`config.mk`:
```
export PLATFORM = sky130hd
export DESIGN_NAME = fir_lowpass_dual_channel_unit
export DESIGN_NICKNAME = d
export VERILOG_FILES = /design/src/design/fir_ldc_pkg.sv /design/src/design/fir_ldc_cell.sv /design/src/design/fir_ldc_mac.sv /design/src/design/fir_lowpass_dual_channel_unit.sv
export SDC_FILE = /design/constraint.sdc
export NUM_CORES = 2
export LEC_CHECK = 0
export ABC_AREA = 1
export BUFFER_PORTS_ARGS = -buffer_cell sky130_fd_sc_hd__buf_2
export CAP_MARGIN = 20
export CORE_ASPECT_RATIO = 0.5
export CORE_MARGIN = 2
export CORE_UTILIZATION = 68
export CTS_CLUSTER_SIZE = 40
export DETAILED_ROUTE_END_ITERATION = 10
export HOLD_SLACK_MARGIN = 0.03
export PLACE_DENSITY = 0.81
export SYNTH_ARGS = -nofsm -noshare
export SYNTH_HDL_FRONTEND = slang
export SYNTH_SLANG_ARGS = --single-unit
export TNS_END_PERCENT = 10
```
`constraint.sdc`:
```
create_clock -name clk -period 13.4 [get_ports clk]
set_input_delay 2.01 -clock clk [delete_from_list [all_inputs] [get_ports clk]]
set_output_delay 2.01 -clock clk [all_outputs]
set_load 0.05 [all_outputs]
```
`src/design/fir_ldc_pkg.sv`:
```
package fir_ldc_pkg;

  // Filter geometry and number formats.
  localparam int TAP_COUNT   = 51;
  localparam int SAMPLE_BITS = 16;
  localparam int COEF_BITS   = 16;
  localparam int DC_BITS     = 16;

  // The coefficient table holds one half of a symmetric 51-tap low-pass in Q15.
  localparam int ROM_TAPS = 51;
  localparam int ROM_HALF = 26;
  localparam int ROM_BITS = 16;
  localparam int ROM_IDX_BITS = $clog2(ROM_HALF);

  localparam int COEF_FRAC     = COEF_BITS - 1;
  localparam int COEF_SHIFT_UP = (COEF_BITS >= ROM_BITS) ? (COEF_BITS - ROM_BITS) : 0;
  localparam int COEF_SHIFT_DN = (COEF_BITS < ROM_BITS) ? (ROM_BITS - COEF_BITS) : 0;
  localparam int COEF_ROUND    = (COEF_SHIFT_DN > 0) ? (1 << (COEF_SHIFT_DN - 1)) : 0;

  localparam int TAP_IDX_BITS = (TAP_COUNT > 1) ? $clog2(TAP_COUNT) : 1;
  localparam int PROD_BITS    = SAMPLE_BITS + COEF_BITS + 1;
  localparam int ACC_BITS     = PROD_BITS + TAP_IDX_BITS;

  localparam logic [ROM_BITS-1:0] HALF_ROM [ROM_HALF] = '{
    16'd0,    16'd5,    16'd13,   16'd23,   16'd39,   16'd61,   16'd91,
    16'd131,  16'd180,  16'd240,  16'd312,  16'd393,  16'd485,  16'd585,
    16'd691,  16'd801,  16'd914,  16'd1025, 16'd1133, 16'd1234, 16'd1325,
    16'd1403, 16'd1467, 16'd1514, 16'd1543, 16'd1552
  };

  // One word on the input side.
  typedef struct packed {
    logic signed [SAMPLE_BITS-1:0] ac_red;
    logic        [DC_BITS-1:0]     dc_red;
    logic signed [SAMPLE_BITS-1:0] ac_ir;
    logic        [DC_BITS-1:0]     dc_ir;
  } sample_word_t;

  // One word on the output side.
  typedef struct packed {
    logic signed [SAMPLE_BITS-1:0] filtered_ac_red;
    logic        [DC_BITS-1:0]     passed_dc_red;
    logic signed [SAMPLE_BITS-1:0] filtered_ac_ir;
    logic        [DC_BITS-1:0]     passed_dc_ir;
  } result_word_t;

  // The pair of AC samples held by one delay cell.
  typedef struct packed {
    logic signed [SAMPLE_BITS-1:0] red;
    logic signed [SAMPLE_BITS-1:0] ir;
  } tap_pair_t;

  // Control from the sequencer to the multiply-accumulate units.
  typedef struct packed {
    logic clear;
    logic step;
  } mac_ctrl_t;

  // Coefficient for tap k, mirrored from the half table and scaled to COEF_BITS.
  function automatic logic [COEF_BITS-1:0] coef(input logic [TAP_IDX_BITS-1:0] k);
    logic [COEF_BITS+ROM_BITS-1:0] wide;
    logic [ROM_IDX_BITS-1:0]       idx;
    wide = '0;
    if (int'(k) < ROM_TAPS) begin
      idx  = (int'(k) < ROM_HALF) ? ROM_IDX_BITS'(k)
                                  : ROM_IDX_BITS'(ROM_TAPS - 1 - int'(k));
      wide = {{COEF_BITS{1'b0}}, HALF_ROM[idx]};
      if (COEF_BITS >= ROM_BITS) begin
        wide = wide << COEF_SHIFT_UP;
      end else begin
        wide = (wide + (COEF_BITS+ROM_BITS)'(COEF_ROUND)) >> COEF_SHIFT_DN;
      end
    end
    return wide[COEF_BITS-1:0];
  endfunction

endpackage

```
`src/design/fir_ldc_cell.sv`:
```
module fir_ldc_cell import fir_ldc_pkg::*; (
  input  logic      clk,
  input  logic      rst,
  input  logic      shift,
  input  tap_pair_t prev,
  output tap_pair_t value
);

  // One delay slot for both channels; it takes its neighbor's pair on a shift.
  always_ff @(posedge clk) begin
    if (rst) begin
      value <= '0;
    end else if (shift) begin
      value <= prev;
    end
  end

endmodule

```
`src/design/fir_ldc_mac.sv`:
```
module fir_ldc_mac import fir_ldc_pkg::*; (
  input  logic                          clk,
  input  logic                          rst,
  input  mac_ctrl_t                     ctrl,
  input  logic signed [SAMPLE_BITS-1:0] tap_sample,
  input  logic        [COEF_BITS-1:0]   tap_coef,
  output logic signed [SAMPLE_BITS-1:0] filtered
);

  localparam logic signed [ACC_BITS:0] SAT_MAX = (ACC_BITS+1)'((1 << (SAMPLE_BITS - 1)) - 1);
  localparam logic signed [ACC_BITS:0] SAT_MIN = -SAT_MAX - 1;
  localparam logic signed [ACC_BITS:0] HALF_LSB = (ACC_BITS+1)'(1 << (COEF_FRAC - 1));

  logic signed [PROD_BITS-1:0] prod;
  logic                        prod_valid;
  logic signed [ACC_BITS-1:0]  acc;
  logic signed [ACC_BITS:0]    rounded;
  logic signed [ACC_BITS:0]    scaled;

  // Registered product of the current tap, accumulated in the following cycle.
  always_ff @(posedge clk) begin
    if (rst) begin
      prod_valid <= 1'b0;
    end else begin
      prod_valid <= ctrl.step;
    end
  end

  always_ff @(posedge clk) begin
    prod <= PROD_BITS'(tap_sample * $signed({1'b0, tap_coef}));
    if (ctrl.clear) begin
      acc <= '0;
    end else if (prod_valid) begin
      acc <= acc + ACC_BITS'(prod);
    end
  end

  // Round half up, drop the coefficient fraction, and saturate to the sample range.
  always_comb begin
    rounded = (ACC_BITS+1)'(acc) + HALF_LSB;
    scaled  = rounded >>> COEF_FRAC;
    if (scaled > SAT_MAX) begin
      filtered = SAT_MAX[SAMPLE_BITS-1:0];
    end else if (scaled < SAT_MIN) begin
      filtered = SAT_MIN[SAMPLE_BITS-1:0];
    end else begin
      filtered = scaled[SAMPLE_BITS-1:0];
    end
  end

endmodule

```
`src/design/fir_lowpass_dual_channel_unit.sv`:
```
// After a sample word is accepted, the unit runs its taps, drains and rounds, then loads the result word.
// A new word is taken only in idle; a single multiply-accumulate per channel
// visits the 51 taps one per cycle while the delay ring rotates once around.
// A finished result waits in the output register while the next word is taken.
// Reset clears both delay lines to zero and returns the control to idle.
module fir_lowpass_dual_channel_unit import fir_ldc_pkg::*; (
  input  logic         clk,
  input  logic         rst,
  input  logic         sample_valid,
  output logic         sample_ready,
  input  sample_word_t sample,
  output logic         result_valid,
  input  logic         result_ready,
  output result_word_t result
);

  typedef enum logic [1:0] {ST_IDLE, ST_RUN, ST_DRAIN, ST_ROUND} state_t;

  state_t                        state;
  logic [TAP_IDX_BITS-1:0]       tap_idx;
  logic [DC_BITS-1:0]            dc_red;
  logic [DC_BITS-1:0]            dc_ir;
  tap_pair_t                     ring [TAP_COUNT];
  tap_pair_t                     ring_head_in;
  logic                          ring_shift;
  logic                          accept;
  logic                          load_result;
  mac_ctrl_t                     mac_ctrl;
  logic [COEF_BITS-1:0]          coef_now;
  logic signed [SAMPLE_BITS-1:0] red_y;
  logic signed [SAMPLE_BITS-1:0] ir_y;

  assign sample_ready = (state == ST_IDLE);
  assign accept       = sample_valid && sample_ready;
  assign load_result  = (state == ST_ROUND) && (!result_valid || result_ready);

  // The ring shifts in the new pair on accept, then rotates once per tap.
  assign ring_shift   = accept || (state == ST_RUN);
  assign ring_head_in = accept ? tap_pair_t'{red: sample.ac_red, ir: sample.ac_ir}
                               : ring[TAP_COUNT-1];

  for (genvar i = 0; i < TAP_COUNT; i++) begin : g_cell
    if (i == 0) begin : g_head
      fir_ldc_cell u_cell (
        .clk   (clk),
        .rst   (rst),
        .shift (ring_shift),
        .prev  (ring_head_in),
        .value (ring[i])
      );
    end else begin : g_body
      fir_ldc_cell u_cell (
        .clk   (clk),
        .rst   (rst),
        .shift (ring_shift),
        .prev  (ring[i-1]),
        .value (ring[i])
      );
    end
  end

  // The head cell holds the sample for tap_idx; taps run 0, then down from the top.
  assign coef_now       = coef(tap_idx);
  assign mac_ctrl.clear = accept;
  assign mac_ctrl.step  = (state == ST_RUN);

  fir_ldc_mac u_mac_red (
    .clk        (clk),
    .rst        (rst),
    .ctrl       (mac_ctrl),
    .tap_sample (ring[0].red),
    .tap_coef   (coef_now),
    .filtered   (red_y)
  );

  fir_ldc_mac u_mac_ir (
    .clk        (clk),
    .rst        (rst),
    .ctrl       (mac_ctrl),
    .tap_sample (ring[0].ir),
    .tap_coef   (coef_now),
    .filtered   (ir_y)
  );

  // Sequencer and output register.
  always_ff @(posedge clk) begin
    if (rst) begin
      state        <= ST_IDLE;
      tap_idx      <= '0;
      result_valid <= 1'b0;
    end else begin
      if (result_valid && result_ready && !load_result) begin
        result_valid <= 1'b0;
      end
      case (state)
        ST_IDLE: begin
          if (accept) begin
            state   <= ST_RUN;
            tap_idx <= '0;
            dc_red  <= sample.dc_red;
            dc_ir   <= sample.dc_ir;
          end
        end
        ST_RUN: begin
          tap_idx <= (tap_idx == '0) ? TAP_IDX_BITS'(TAP_COUNT - 1) : tap_idx - 1'b1;
          if (tap_idx == TAP_IDX_BITS'(1)) begin
            state <= ST_DRAIN;
          end
        end
        ST_DRAIN: begin
          state <= ST_ROUND;
        end
        ST_ROUND: begin
          if (load_result) begin
            state                  <= ST_IDLE;
            result_valid           <= 1'b1;
            result.filtered_ac_red <= red_y;
            result.passed_dc_red   <= dc_red;
            result.filtered_ac_ir  <= ir_y;
            result.passed_dc_ir    <= dc_ir;
          end
        end
        default: begin
          state <= ST_IDLE;
        end
      endcase
    end
  end

endmodule

```
==> run metrics <==
Worst Path Required=14.11 ns; hold_sp=dc_ir[13]; Total GRT Usage=28.93%; minimum hold slack=0.4203 ns; slew margin rel.=20.58%; fin crit share=64.16%; Seq/Total Area, Yosys=46.05%; fin crit period=8.597 ns; # IOs=134; met2 usage=45.81%; CTS tree=built; worst hold endpoint=result[13]; port buffer count=133; GR met1 Demand/Resource=41.61%; Die Y=252.4 microns; Post-synth EDFFs=96; Cell Area, Synth=0.08391 sq mm; DIE WIDTH=500.8 microns; DRT iter0 DRCs=6175; Routed Antenna Nets=0; H-tree levels=4; Worst-Skew Late Latency=0.79 ns; CTS Sinks=1882; Avg Inst Size Synth=7.661 sq um; Max clock buf depth=3; worst setup path class=reg2reg; die footprint=0.1264 sq mm; cell taking the most area after synthesis=dfxtp_1; Hold Path Depth=0; via count=67560; FF+latch count, synth=1882; growth of design area from synthesis to finish=6.934%; Final setup violation count=0; share of cells above drive strength 1=4.503%; fillers=9604; global routing's busiest layer=met2; final slew viol count=0; synth cell count leaders=nor2_1 (3656), dfxtp_1 (1786), o21ai_0 (1773); crit-path most repeated cell=nand2_1; NumNets Final=11310; max-cap viol count=0; post-DP HPWL=121400 microns; antenna cell count=0; total negative slack=0 ns; status=finished, final reports clean; clock root cell=clkbuf_16; Syn Nets=11610; WL/cell=14.97 microns; PostCTS Resize Cnt=0; Post-CTS Setup Bufs=0; Post-Synthesis Cells=10950; RSZ-0062 raised after global routing=false; start point of the critical path=tap_idx[0]; worst-path fanout max=20; grt ovf=0; CTS Hold Bufs=0; Hold Fails Final Rpt=0; share of the synthesized area in the top cell type=42.61%; vias per cell=5.450; Startpoint Class=flop; initial antenna violation count=0; final cell count without fillers=12400; Clock Skews=0.05478 ns; first-pass GRT wire length=307100 microns; CP endpoint kind=flop; reg-to-reg endpoint=u_mac_ir.prod[28]; fmax=116.3 MHz; count leader, synth=nor2_1; Yosys Warn Count=0; met3 Use GR=4.232%; TritonCTS Buffers=153; Synth area leaders=dfxtp_1 (43%), nor2_1 (16%), o21ai_0 (11%); Yosys cell types=51; Crit-path slowest cell=inv_1; Initial Util=68.30%; CP max stage delay=0.65 ns; async set-reset flop share out of synthesis=0%; clock-pin slew on the worst setup and hold paths=0.06 ns; core area=0.1229 sq mm; largest net degree at the start of global routing=291; R2R Path Start=tap_idx[0]; final WL=185600 microns; CP arrival=9.31 ns; r2r worst-path depth=32; # DRC=0; reg2reg setup slack=4.80 ns; vias in the first global route=61530; Placed Cells=12120; worst slew pin tran=1.191 ns; final core occ=73.03%; GPL Wtd Cong=0.9726; 1st-pass router iterations=8; # rows=91; Synth Flop Type=dfxtp_1; hold crit path type=reg2reg
[worst max path at each step]
stage / cells after the start / slack [ns] / to
3_5_place_dp: 32 / 4.87 / u_mac_ir.prod[28]
3_3_place_gp: 32 / 4.99 / u_mac_ir.prod[32]
6_report: 32 / 4.80 / u_mac_ir.prod[28]
4_1_cts: 32 / 4.84 / u_mac_ir.prod[28]
2_1_floorplan: 1 / 6.43 / result[0]
5_1_grt: 33 / 4.15 / u_mac_ir.prod[32]
[sequential cells by signal, summed over array words and instances, names as in the netlist]
signal and cells:
g_cell.g_body.u_cell.value 1600, result 64, u_mac_ir.acc 39, u_mac_red.acc 39, u_mac_ir.prod 33, u_mac_red.prod 33
g_cell.g_head.u_cell.value 32, dc_ir 16, dc_red 16, tap_idx 6, state 2, result_valid 1
u_mac_ir.prod_valid 1
[layout make-up]
| cell class | instances | area [sq um] | share of cell area, % |
|---|---|---|---|
| Multi-Input combinational cell | 7697 | 39990 | 44.57 |
| Clock inverter | 54 | 709.4 | 0.7907 |
| Inverter | 737 | 2781 | 3.100 |
| Clock buffer | 222 | 4444 | 4.953 |
| Tap cell | 1627 | 2036 | 2.269 |
| Timing Repair Buffer | 178 | 1129 | 1.258 |
| Sequential cell | 1882 | 38640 | 43.06 |
[per-stage QoR]
| step | area (sq um) | worst slack [ns] |
|---|---|---|
| after floorplan | 83910 | 6.430 |
| after global placement | 84550 | 4.994 |
| after detailed placement | 84550 | 4.867 |
| after CTS | 89700 | 4.844 |
| after global routing | 89720 | 4.152 |
| final | 89720 | 4.803 |
[logic make-up after synthesis]
| group | after synthesis | synth area share (%) |
|---|---|---|
| xor gates and xnor gates | 118 | 1.241 |
| and+or+nand+nor | 4809 | 22.08 |
| AOI/OAI and AO/OA | 2182 | 13.31 |
| buffers and inverters | 1374 | 6.320 |
| adders and majority gates | 588 | 11.01 |
| DFF | 1882 | 46.05 |
[per-layer routing]
layer | vias to the layer above | part of all wire, % | routed length, microns
li1 | 34150 | - | -
met1 | 31540 | 47 | 87550
met2 | 1610 | 45 | 84110
met3 | 265 | 5.3 | 9927
met4 | 0 | 2.2 | 4036
met5 | - | 0 | 0
[cells in the final DEF, fill, tap and decap left out, types with 13 or more instances in the layout]
master and instances:
nor2_2 13, xor2_1 94, nor2_1 3654, clkbuf_16 155, a21oi_1 316, a21o_1 14
o21ai_0 1773, nor3_1 18, buf_4 35, edfxtp_1 96, clkbuf_8 31, fa_1 250
clkbuf_1 35, buf_2 133, inv_1 723, ha_1 338, clkinv_2 25, nand2_1 898
xnor2_1 23, nand3_1 166, dfxtp_1 1785, nand4_1 29
[critical path, delay by kind of cell, from the launching register on]
kind                     cells  cell delay [ns]
buffers and inverters        7             1.19
AND/OR/NAND/NOR             13             1.95
AO/OA/AOI/OAI                2             0.57
flip-flops                   1             0.63
adder cells (fa/ha/maj)      9             4.05
XOR/XNOR                     1             0.14
Power is not shown: default switching activity piles up to over one toggle a cycle in this logic, so the estimate is an artifact.
